==> src/design/mlc_pkg.sv <==
// ----------------------------------------------------------------------------
// mlc_pkg
// Shared types and constants for the min line container (lower-envelope
// line store).
// ----------------------------------------------------------------------------
package mlc_pkg;

    localparam int X_SPAN_DEF = 1024;

    localparam int SLOPE_W = 32;
    localparam int ICPT_W  = 48;
    localparam int QP_W    = 10;
    localparam int MIN_W   = 61;

    localparam int S_SLOPE_LSB = 0;
    localparam int S_ICPT_LSB  = S_SLOPE_LSB + SLOPE_W;
    localparam int S_QP_LSB    = S_ICPT_LSB + ICPT_W;
    localparam int S_TDATA_W   = 96;
    localparam int M_TDATA_W   = 64;

    localparam logic [MIN_W-1:0] EMPTY_VALUE = 61'd1000000000000000000;

    localparam logic FUNC_INSERT = 1'b0;
    localparam logic FUNC_QUERY  = 1'b1;

    // evaluation slots, issued in this order
    localparam logic [2:0] EV_TL      = 3'd0;
    localparam logic [2:0] EV_TR      = 3'd1;
    localparam logic [2:0] EV_NL      = 3'd2;
    localparam logic [2:0] EV_NR      = 3'd3;
    localparam logic [2:0] EV_TM      = 3'd4;
    localparam logic [2:0] EV_NM      = 3'd5;
    localparam logic [2:0] EV_INS_END = 3'd6;
    localparam logic [2:0] EV_QRY_END = 3'd1;

    typedef enum logic [2:0] {
        ST_CLEAR,
        ST_IDLE,
        ST_READ,
        ST_WAIT,
        ST_EVAL,
        ST_DECIDE,
        ST_RESULT
    } state_t;

    typedef struct packed {
        logic                      valid;
        logic signed [SLOPE_W-1:0] slope;
        logic signed [ICPT_W-1:0]  icpt;
    } node_t;

endpackage

==> src/design/mlc_line_eval.sv <==
// ----------------------------------------------------------------------------
// mlc_line_eval
// Shared line evaluator: y = a*x + b, one registered result per cycle.
// ----------------------------------------------------------------------------
module mlc_line_eval #(
    parameter int XW = 10,
    parameter int VW = (((33 + XW) > 48) ? (33 + XW) : 48) + 1
) (
    input  logic                              aclk,
    input  logic signed [mlc_pkg::SLOPE_W-1:0] a,
    input  logic signed [mlc_pkg::ICPT_W-1:0]  b,
    input  logic        [XW-1:0]              x,
    output logic signed [VW-1:0]              y
);
    import mlc_pkg::*;

    localparam int PW = SLOPE_W + XW + 1;

    logic signed [PW-1:0] a_ext;
    logic signed [PW-1:0] x_ext;
    logic signed [PW-1:0] prod;
    logic signed [VW-1:0] y_next;

    assign a_ext  = PW'(a);
    assign x_ext  = $signed(PW'({1'b0, x}));
    assign prod   = a_ext * x_ext;
    assign y_next = VW'(prod) + VW'(b);

    always_ff @(posedge aclk) begin
        y <= y_next;
    end

endmodule

==> config.mk <==
export PLATFORM = sky130hd
export DESIGN_NAME = mlc_line_eval
export DESIGN_NICKNAME = d
export VERILOG_FILES = /design/src/design/mlc_pkg.sv /design/src/design/mlc_line_eval.sv
export SDC_FILE = /design/constraint.sdc
export NUM_CORES = 1
export LEC_CHECK = 0
export BUFFER_PORTS_ARGS = -buffer_cell sky130_fd_sc_hd__buf_2
export CAP_MARGIN = 25
export CORE_MARGIN = 1.5
export CORE_UTILIZATION = 38
export CTS_BUF_LIST = sky130_fd_sc_hd__clkbuf_2
export DETAILED_ROUTE_END_ITERATION = 16
export PLACE_DENSITY = 0.64
export RECOVER_POWER = 50
export SLEW_MARGIN = 20
export SYNTH_ARGS = -nofsm -noshare
export SYNTH_HDL_FRONTEND = slang
export SYNTH_SLANG_ARGS = --single-unit
==> constraint.sdc <==
create_clock -name aclk -period 5.85 [get_ports aclk]
set_clock_uncertainty 0.15 [all_clocks]
set_input_delay 1.17 -clock aclk [delete_from_list [all_inputs] [get_ports aclk]]
set_output_delay 1.17 -clock aclk [all_outputs]
set_load 0.1 [all_outputs]
==> impl_metrics.ini <==
[outcome]
run_status = complete, but fails checks
failed_checks = negative setup slack

[cts]
cts_tree = done
cts.sink_count = 49
cts_root_buffer = clkbuf_2
numCtsBuffers = 5
max-clock-path-buffers = 2
ctsHoldBuffers = 0
cts.htree.levels = 2
clkTransAtPathRegs_ns = 0.35

[synth]
synthArstFlopShare = 0
ys_ff_latch = 49
syn-cell-area_mm2 = 0.0146
synth-main-ff-cell = dfxtp_1
yosys.area.top_type = fa_1
yosys-top-cells-area = fa_1 (47%), inv_1 (12%), ha_1 (8.8%)
yosysSeqAreaShare = 0.0674
yosysWarnings = 0
netlist_instances = 1673
synth_edf_count = 0
synth_cell_types = 58
synth_top_area_share = 0.468
synth_area_per_cell_um2 = 8.70
synth_nets = 2206

[global_routing]
grt_use_total = 0.206
gr-total-overflow = 0
antenna_found_initial = 1
grt_pass1_wl_mm = 63.6
grt_start_max_net_pins = 21
grt_pass1_vias = 13200

[timing]
maxSlewViolCount = 0
setup_viol_count_final = 2
finalCritPeriodShare = 1.01
rsz0062_at_grt = yes
final_hold_viol_count = 0
slew_headroom = 0.189
fin_ws_ns = -0.0297
tightest_slew_ns = 1.22
fin_tns_setup_ns = -0.0437
fmax_mhz = 170
fin_crit_ns = 5.88

[finish]
top_regs = y (49)
layout-drive-gt1-share = 0.238
final_util = 0.489
finalNonFillerCells = 2518
largest_register = y
fin_nets = 2538
largest_reg_flops = 49
area_growth_pct = 26.5

[detailed_routing]
ant_nets = 0
drc = 0
firstDrtPassIters = 5
routedWlPerCell_um = 15.2
vias = 11800
dr.first_iter.drc_count = 412
finalWirelength_mm = 38.3
via_per_inst = 4.68

[job]
cap_violations = 0

[die]
rows = 71
die_h_um = 199
io-pin-count = 140
design.core.area_mm2 = 0.0377
start_util = 0.386
die_area_mm2 = 0.0395
die_w_um = 199

[critical_path]
critPathArrivalTime_ns = 6.23
critPathMaxFanout = 16
cp-end-kind = flop
crit_required_ns = 6.20
critical_path_class = in2reg
startpoint_type = input port
crit_path_start = x[7]

[hold_path]
hp-start = b[0]
min_path_type = in2reg

[place]
place.port_buffers = 139
post-place-ws_ns = -0.999
dp_hpwl_mm = 33.5
gp_congestion = 0.958
placed_cells = 2499
-- placed cells by master (no fill, tap or decap), drive strengths merged, types with 2 or more instances in the layout --
cell	count
o31ai	4
buf	355
a21oi	56
nor4	3
o31a	2
nor3	10
nor2b	3
nor2	23
nand4	12
xnor2	35
nand2b	5
a21o	16
ha	102
xor2	13
nand3	10
a211oi	3
o21a	3
and2	89
o21bai	10
a31oi	11
fa	340
nand2	268
inv	475
clkbuf	54
o211ai	2
and3	2
o221ai	2
or4	2
dfxtp	49
o21ai	26
a21boi	2
o2111ai	2
-- layer usage --
layer  global-route usage  part of all wire  up-vias
li1                     -                 -     5519
met1                0.244              0.40     5981
met2                0.396              0.54      232
met3               0.0180             0.031       62
met4               0.0572             0.028        0
met5                    0                 0        -
-- critical path: stages --
cell	delay, ns
buf_12	0.13
buf_6	0.13
and2_4	0.15
fa_1	0.48
inv_2	0.04
fa_2	0.56
inv_2	0.06
fa_2	0.35
fa_2	0.54
fa_1	0.46
ha_4	0.30
nand4_1	0.21
buf_4	0.22
o221ai_4	0.16
nor2_4	0.07
o41a_1	0.48
o31ai_4	0.38
a41oi_2	0.18
xnor2_1	0.15
-- worst paths after layout --
path	to	slack, ns	cells after the start
max	y[41]$_DFF_P_	-0.03	19
min	y[0]$_DFF_P_	0.62	2
-- cell usage after synthesis, types with 2 or more instances --
library cell and count:
a211oi_1 2, a21boi_0 2, a21o_1 13, a21o_2 3, a21oi_1 56, a31oi_1 11
and2_1 89, buf_4 3, buf_6 2, clkbuf_1 64, clkbuf_2 3, clkbuf_8 4
clkdlybuf4s15_1 2, dfxtp_1 49, fa_1 340, ha_1 102, inv_1 474, nand2_1 268
nand2b_1 5, nand3_1 10, nand4_1 12, nor2_1 22, nor2b_1 3, nor3_1 10
nor4_1 3, o211ai_1 2, o21a_1 3, o21ai_0 25, o21bai_1 10, o221ai_1 2
o31a_1 2, o31ai_1 4, or4_1 2, xnor2_1 35, xor2_1 13
-- final cells by class --
cell class	count	area, um^2
clock inverters	3	25.0
multi-input cells	1071	12000
fillers	3628	19200
repair buffers	404	2930
diodes	1	2.50
clock buffers	5	25.0
flip-flops and latches	49	981
inverters	474	1780
well taps	511	639
-- kinds of logic after synthesis --
kind of cell	count (synthesis)	synth area share
compound gates	150	0.0653
flops	49	0.0674
fa+ha+maj	442	0.555
buf+inv	553	0.149
xor+xnor	48	0.0289
simple gates	431	0.134
-- stage by stage --
stage	hold WS, ns	cell area, um^2
finish	0.621	18400
detailed placement	1.25	17800
global placement	1.24	17800
floorplan	1.15	15100
global route	0.577	18400
CTS	0.583	17900
-- what timing repair did --
item | 4_1_cts | 5_1_grt
resized for setup | 11 | 114
gates cloned | 0 | 2
endpoints found under the setup margin | 17 | 24
pin swaps | 1 | 40
setup buffers | 0 | 8
Power is not shown: default switching activity piles up to over one toggle a cycle in this logic, so the estimate is an artifact.
