==> src/design/mlc_ram.sv <==
// ----------------------------------------------------------------------------
// mlc_ram
// Generic simple dual-port RAM: one write port, one read port, registered
// read data.
// ----------------------------------------------------------------------------
module mlc_ram #(
    parameter int WIDTH = 8,
    parameter int DEPTH = 16
) (
    input  logic                     aclk,
    input  logic                     we,
    input  logic [$clog2(DEPTH)-1:0] waddr,
    input  logic [WIDTH-1:0]         wdata,
    input  logic [$clog2(DEPTH)-1:0] raddr,
    output logic [WIDTH-1:0]         rdata
);

    logic [WIDTH-1:0] mem [DEPTH];

    always_ff @(posedge aclk) begin
        if (we) begin
            mem[waddr] <= wdata;
        end
        rdata <= mem[raddr];
    end

endmodule

==> config.mk <==
export PLATFORM = sky130hd
export DESIGN_NAME = mlc_ram
export DESIGN_NICKNAME = d
export VERILOG_FILES = /design/src/design/mlc_ram.sv
export SDC_FILE = /design/constraint.sdc
export NUM_CORES = 1
export LEC_CHECK = 0
export ABC_AREA = 1
export BUFFER_PORTS_ARGS = -buffer_cell sky130_fd_sc_hd__buf_2
export CORE_MARGIN = 5
export CORE_UTILIZATION = 35
export DETAILED_ROUTE_END_ITERATION = 6
export GPL_ROUTABILITY_DRIVEN = 0
export SLEW_MARGIN = 10
export SYNTH_ARGS = -nofsm -noshare
export SYNTH_HDL_FRONTEND = slang
export SYNTH_SLANG_ARGS = --single-unit
==> constraint.sdc <==
create_clock -name aclk -period 1.8 [get_ports aclk]
set_input_delay 0 -clock aclk [delete_from_list [all_inputs] [get_ports aclk]]
set_output_delay 0 -clock aclk [all_outputs]
set_load 0.005 [all_outputs]
==> results.cfg, run 1 <==
[critical_path]
critPathLaunchType = flip-flop
cp_cell_sequence = inv_1 -> nand2_1 -> nand3_1 -> nand3_1 -> nand3_1 -> nand2_1
critPathMaxFanout = 1
r2r_start = mem[8][6]
worst_path_most_repeated_cell = nand3_1
crit_start = mem[8][6]
max_stage_delay_ns = 0.38
cp_num_buf_inv = 1
cp-end-kind = flip-flop
required_ns = 2.10
critPathTopFamily = simple AND/OR/NAND/NOR gates
slowest_stage = edfxtp_1
critPathKind = flip-flop to flip-flop
crit_arrival_ns = 1.34

[power]
powerDensity_nw_per_um2 = 1090
combinationalPowerShare_pct = 5.9
power_frac_clock_pct = 45.5
power_leakage_nw = 2.91
seqPwrFrac_pct = 48.6
switching_share_pct = 20.9
switchingPower_mw = 1.54
intPower_mw = 5.80
vdd_drop_max_mv = 0.600

[synthesis]
synth-simple-area-share_pct = 21.0
synth-compound-area-share_pct = 0
yosysUniqueCellTypes = 12
synthesis.instances = 551
synth.area.mux_share_pct = 0
synth_top_family_by_area = simple AND/OR/NAND/NOR gates
synth_xor_area_share_pct = 0
synth_top_area_cell = edfxtp_1
synthAdderAreaFrac_pct = 0
synthTopCellsByArea = edfxtp_1 (67%), nand2_1 (11%), nand3_1 (8.4%)
yosysTopAreaCellShare_pct = 66.7
yosysWarningCount = 0
synthesis.area_um2 = 5770
synth_area_per_cell_um2 = 10.5
synth-seq-area-share_pct = 69.4
ys_ff_latch = 136
syn-num-nets = 569

[grt]
grt_usage_pct = 14.4
antenna_found_initial = 0
grt_first_pass_wirelength_mm = 21.2
grt-ovfl-total = 0
grt_max_degree = 52
grt_pass1_vias = 3743

[hold_path]
holdCritPathClass = input port to flip-flop
hp-start = wdata[6]

[cells_and_area]
area_delta_synth_final_pct = 17.0
drive_gt1_share_pct = 12.4
layout_commonest_cell = nand2_1
finish.net_count = 611
antenna_cells = 0
design_area_um2 = 6750
final_cell_mix = nand2_1 (173), edfxtp_1 (128), inv_1 (100)

[die]
dieArea_um2 = 19100
start_util_pct = 35.3
rows = 47
core_um2 = 16300
die_h_um = 138
die_x_um = 138
io_pins = 26

[sta]
max_freq_ghz = 0.955
fin_tns_setup_ns = 0
min_period_over_period_pct = 58.1
tightest_slew_ns = 0.802
hold_slack_ns = 0.0238
setup_viol = 0
clock_skew_ns = 0.00919
fin_crit_ns = 1.05
hold_violations = 0
max_slew_margin_pct = 46.3
rsz0062_at_grt = no
final_max_slew_viol_count = 0

[cts]
htreeDepth = 4
clk_latency_ns = 0.41
cts.sinks = 136
tritoncts = yes
cts_resized = 0
cts_max_path_buffers = 2
clk_root_buffer_cell = clkbuf_16
cts_buffers = 17
cts.clk_slew.worst_paths_ns = 0.06

[drt]
drt_wl_total_mm = 13.5
drtIter0Drc = 451
wl_per_cell_um = 16.4
via_per_inst = 4.64
vias = 3834
dr.pass1.iters = 5
postRouteAntennaNets = 0
drc_errors = 0

[run]
cap_violations = 0

[placed_design]
placed_area_um2 = 6140
numPortBuffers = 25
dp_hpwl_mm = 8.18

[status]
status = finished, final reports clean
## cell type report
class,count,area (um2)
Clock buffer,23,478
Clock inverter,9,97.6
Fill cell,1556,9600
Inverter,102,383
Multi-Input combinational cell,289,1210
Sequential cell,136,4000
Tap cell,220,275
Timing Repair Buffer,47,298
## power groups by stage
stage	combinational (mW)	sequential, mW	clock, mW
2_1_floorplan	0.250	3.63	0
3_3_place_gp	0.417	3.63	0
3_5_place_dp	0.425	3.63	0
4_1_cts	0.433	3.57	3.38
5_1_grt	0.482	3.57	3.54
6_report	0.431	3.57	3.34
## per-layer routing
| layer | wire (um) | global-route usage (%) |
|---|---|---|
| met1 | 6140 | 19.9 |
| met2 | 6260 | 22.0 |
| met3 | 829 | 3.28 |
| met4 | 314 | 5.98 |
| met5 | 0 | 0 |
## logic make-up (layout without fill, tap and decap cells)
group,Yosys count,in the layout
and+or+nand+nor,289,289
DFF,136,136
buffers and inverters,126,181
## path summary, 6_finish.rpt
check / endpoint / cells past startpoint / slack [ns]
worst max-delay path: rdata[6] / 6 / 0.75
worst min-delay path: mem[12][6] / 1 / 0.02
worst max register to register: rdata[6] / 6 / 0.75
worst min register to register: rdata[7] / 6 / 0.67
## cells in the mapped netlist
library cell    n
inv_1         100
buf_1           1
nand3b_1        2
edfxtp_1      128
nand2_1       173
buf_6           6
buf_4           4
nand3_1        97
buf_2          13
nor2_1         17
dfxtp_1         8
inv_2           2
## registers in the layout, summed over array words and instances, names as in the netlist
name   flops
mem      128
rdata      8
## stage by stage
step	total power, mW	std cells	util [%]	worst slack, ns
CTS	7.38	826	41.3	0.768
floorplan	3.87	551	-	0.849
finish	7.34	826	41.3	0.753
global placement	4.05	791	37.6	0.472
global route	7.59	826	41.3	0.678
detailed placement	4.06	791	37.6	0.429
## repair_timing
item,4_1_cts,5_1_grt
hold buffers,3,0
endpoints found under the hold margin,37,0
setup buffers,0,0
## worst register-to-register path, delay by kind of cell (launching register included)
family / cells / cell delay (ns)
buffers and inverters: 1 / 0.08
DFF: 1 / 0.38
and+or+nand+nor: 5 / 0.48
Note: power is estimated with default switching activity, not from simulation.
==> run 2: changes to the inputs <==
ABC_AREA = 0   (was 1)
clock period = 1.01 ns   (was 1.8 ns; I/O delays follow)
==> results.cfg, run 2 <==
[sta]
max_freq_ghz = 0.796
setup_viol = 8
rsz0062_at_grt = yes
clock_skew_ns = 0.00489
final_max_slew_viol_count = 0
min_period_over_period_pct = 124
fin_tns_setup_ns = -1.80
setup_ws_ns = -0.246
fin_crit_ns = 1.26
tightest_slew_ns = 1.03
hold_violations = 0
max_slew_margin_pct = 31.2
hold_slack_ns = 0.186

[power]
vdd_drop_max_mv = 1.24
powerDensity_nw_per_um2 = 2130
power_leakage_nw = 2.19
power_mw = 14.0

[critical_path]
crit_cells = 3
slowest_stage = mux4_2
cp_cell_sequence = mux4_2 -> a22oi_2 -> nand2_1
cp_num_buf_inv = 0
max_stage_delay_ns = 0.48
critPathTopFamily = multiplexers
critPathLaunchType = flip-flop
critPathKind = flip-flop to flip-flop
critPathMaxFanout = 1
crit_arrival_ns = 1.55
cp-end-kind = flip-flop
required_ns = 1.30
reg2reg_depth = 3

[drt]
drc_errors = 0
via_per_inst = 4.90
wl_met3_um = 611
vias = 2438
wl_per_cell_um = 20.8
drtIter0Drc = 239
dr.pass1.iters = 5
top_layer = met4
postRouteAntennaNets = 0
wirelength_met1_mm = 4.66
drt_wl_total_mm = 10.3
wl_met2_mm = 4.98

[synthesis]
yosysUniqueCellTypes = 19
synthesis.area_um2 = 5150
synth_edf_count = 128
ys_ff_latch = 136
synth_ff_type = edfxtp_1
synthTopCellsByArea = edfxtp_1 (75%), mux4_2 (7.9%), mux4_1 (7.1%)
yosysWarningCount = 0
yosysTopAreaCellShare_pct = 74.7
synth_common_cells = edfxtp_1 (128), mux4_2 (18), a22oi_1 (16)
synth-seq-area-share_pct = 77.8
syn-num-nets = 247
synth_area_per_cell_um2 = 22.5
async_flop_share_pct = 0
synthesis.instances = 229
synth_top_area_cell = edfxtp_1
synth_most_common_cell = edfxtp_1

[cts]
cts.sinks = 136
clk_root_buffer_cell = clkbuf_16
clk_latency_ns = 0.41
cts_buffers = 17
htreeDepth = 4
cts.clk_slew.worst_paths_ns = 0.06
cts_setup_buffers = 0
cts_max_path_buffers = 2
tritoncts = yes

[run]
cap_violations = 0

[grt]
antenna_found_initial = 0
grt_pass1_vias = 2658
grt_max_degree = 18
grt_usage_pct = 12.8
grt-ovfl-total = 0
grt_first_pass_wirelength_mm = 16.1

[cells_and_area]
finish.net_count = 319
area_delta_synth_final_pct = 27.8
register_area_um2 = 4000
antenna_cells = 0
largest_reg_flops = 128
reg_top3 = mem: 128 flops, rdata: 8 flops
largest_register = mem
fillCellCount = 1201
layout_commonest_cell = edfxtp_1
multi_input_area_um2 = 1100
final_cell_mix = edfxtp_1 (128), mux4_2 (32), buf_2 (25)
drive_gt1_share_pct = 42.7

[hold_path]
whs_path_depth = 4
holdCritPathClass = input port to flip-flop

[placed_design]
dp_hpwl_mm = 6.60
numPortBuffers = 25

[die]
die_x_um = 131
start_util_pct = 35.6
die_h_um = 131
core_um2 = 14500
rows = 44
io_pins = 26
dieArea_um2 = 17200

[status]
violations = setup timing
status = finished with violations
run 2: where the power goes:
part | internal, mW | switching [mW]
combinational | 0.340 | 0.371
clock | 4.75 | 2.19
sequential | 6.31 | 0.0348
run 2: metrics by stage:
step / setup slack [ns] / instances / utilization, % / instance area, um2
detailed placement: -0.360 / 458 / 39.9 / 5780
floorplan: -0.123 / 229 / - / 5150
global route: -0.298 / 498 / 45.4 / 6580
global placement: -0.352 / 458 / 39.9 / 5780
finish: -0.246 / 498 / 45.4 / 6580
CTS: -0.251 / 498 / 45.4 / 6580
run 2: final timing paths:
check             slack (ns)  startpoint   endpoint
setup / recovery       -0.25  mem[11][3]   rdata[3]
setup reg to reg       -0.25  mem[11][3]   rdata[3]
hold / removal          0.19    waddr[3]  mem[0][0]
hold reg to reg         0.67   mem[6][3]   rdata[3]
run 2: per-layer routing:
layer  GRT usage (%)  up-vias
li1                -     1107
met4            4.80        0
met3            4.09        6
met2            19.0       72
met5               0        -
met1            17.8     1253
run 2: worst min-delay path, stage by stage:
cell	delay [ns]
buf_2	0.09
or3b_4	0.15
nor3_4	0.05
buf_12	0.13
run 2: kinds of logic (layout without fill, tap and decap cells):
kind of cell | count (synthesis) | count (layout) | share of synthesized area, %
flip-flops | 136 | 136 | 77.8
AND/OR/NAND/NOR | 35 | 35 | 3.18
multiplexers | 32 | 32 | 15.0
AO/OA/AOI/OAI | 16 | 16 | 2.33
buffers and inverters | 10 | 95 | 1.68
run 2: area by class of cell:
| cell class | instances | area share (%) |
|---|---|---|
| Clock buffer | 20 | 6.94 |
| Clock inverter | 12 | 3.39 |
| Multi-Input combinational cell | 83 | 16.7 |
| Sequential cell | 136 | 60.9 |
| Tap cell | 184 | 3.50 |
| Timing Repair Buffer | 63 | 8.64 |
run 2: timing repair:
item	CTS	global route
hold buffers	8	0
setup endpoints to repair	8	8
endpoints found under the hold margin	128	0
pin swaps	2	2
gates resized for setup	8	0
==> run 3: changes to the inputs <==
CORE_MARGIN = 4   (was 5)
==> results.cfg, run 3 (synthesized netlist as in run 2, its figures left out) <==
[status]
status = finished with violations
violations = setup timing

[grt]
antenna_found_initial = 0
grt_pass1_vias = 2735
grt_usage_pct = 13.6
grt_first_pass_wirelength_mm = 15.9
grt-ovfl-total = 0
grt_max_degree = 17

[cells_and_area]
final_util_pct = 44.6
largest_register = mem
finish.net_count = 325
reg_top3 = mem: 128 flops, rdata: 8 flops
final_cell_mix = edfxtp_1 (128), mux4_2 (32), buf_4 (31)
fillCellCount = 1226
design_area_um2 = 6450
largest_reg_flops = 128
drive_gt1_share_pct = 43.4
layout_commonest_cell = edfxtp_1
antenna_cells = 0
area_delta_synth_final_pct = 25.3

[die]
rows = 44
dieArea_um2 = 16700
io_pins = 26
start_util_pct = 35.6
die_x_um = 129
die_h_um = 129
core_um2 = 14500

[cts]
tritoncts = yes
cts_setup_buffers = 0
clk_root_buffer_cell = clkbuf_16
cts.sinks = 136
htreeDepth = 4
cts.clk_slew.worst_paths_ns = 0.05
cts_buffers = 17
cts_max_path_buffers = 2
clk_latency_ns = 0.40

[sta]
fin_crit_ns = 1.28
hold_violations = 0
fin_tns_setup_ns = -1.81
setup_viol = 8
final_max_slew_viol_count = 0
setup_ws_ns = -0.268
tightest_slew_ns = 1.01
clock_skew_ns = 0.00519
max_freq_ghz = 0.782
rsz0062_at_grt = yes
max_slew_margin_pct = 32.3
min_period_over_period_pct = 127

[power]
power_frac_clock_pct = 45.6
power_leakage_nw = 2.18
powerDensity_nw_per_um2 = 2010
combinationalPowerShare_pct = 5.5
intPower_mw = 10.5
switchingPower_mw = 2.54
switching_share_pct = 19.5
seqPwrFrac_pct = 49.0
vdd_drop_max_mv = 0.858

[placed_design]
dp_worst_setup_slack_ns = -0.424
dp_hpwl_mm = 6.95
placed_area_um2 = 5750
numPortBuffers = 25

[critical_path]
crit_arrival_ns = 1.57
critPathKind = flip-flop to flip-flop
required_ns = 1.30
critPathMaxFanout = 1
critPathLaunchType = flip-flop
cp-end-kind = flip-flop

[drt]
drtIter0Drc = 235
postRouteAntennaNets = 0
wl_per_cell_um = 20.7
via_per_inst = 4.85
drt_wl_total_mm = 10.4
drc_errors = 0
dr.pass1.iters = 4
vias = 2444

[run]
cap_violations = 0

[hold_path]
holdCritPathClass = input port to flip-flop
## run 3: cell count changes in the layout (fill, tap and decap cells not counted)
cell / change
a22oi_1: -1
a22oi_2: +1
buf_12: -6
buf_4: +12
bufinv_16: -4
clkbuf_1: +2
clkbuf_8: +1
clkinv_2: +4
clkinvlp_4: -3
## run 3: power by group through the flow
stage	Combinational, mW	Clock [mW]	Sequential, mW
floorplan	0.343	0	6.46
global placement	0.658	0	6.47
detailed placement	0.675	0	6.48
CTS	0.727	6.02	6.36
global route	0.775	6.29	6.37
finish	0.712	5.92	6.36
## run 3: area by class of cell
type	count	area (um2)	share of cell area (%)
clock buffers	23	478	7.41
clock inverters	9	100	1.55
multi-input cells	83	1100	17.1
flip-flops and latches	136	4000	62.1
well taps	184	230	3.57
repair buffers	69	538	8.34
## run 3: what timing repair did
item	4_1_cts	5_1_grt
gates cloned	0	0
gates resized for setup	9	0
pin swaps	2	1
hold buffers	8	0
endpoints found under the setup margin	8	8
hold endpoints to repair	128	0
## run 3: critical path: stages (launching register included)
cell      delay, ns
edfxtp_1       0.35
mux4_2         0.49
a22oi_2        0.24
nand2_1        0.08
## run 3: metal layers
layer / routed length (um) / GRT usage [%]
met5: 0 / 0
met3: 537 / 3.83
met4: 112 / 4.63
met1: 4750 / 18.9
met2: 5010 / 20.6
## run 3: metrics by stage
step           total power [mW]  hold slack (ns)  cells
5_1_grt                    13.4            0.109    504
4_1_cts                    13.1           0.0958    504
6_report                   13.0            0.117    504
2_1_floorplan              6.80           0.0989    229
3_5_place_dp               7.15            0.384    464
3_3_place_gp               7.13            0.391    464
## run 3: worst paths after layout
path | slack (ns) | startpoint | to | cells past startpoint
max | -0.27 | mem[11][5] | rdata[5] | 3
min | 0.12 | waddr[0] | mem[4][6] | 3
max reg2reg | -0.27 | mem[11][5] | rdata[5] | 3
min reg2reg | 0.68 | mem[7][0] | rdata[0] | 3
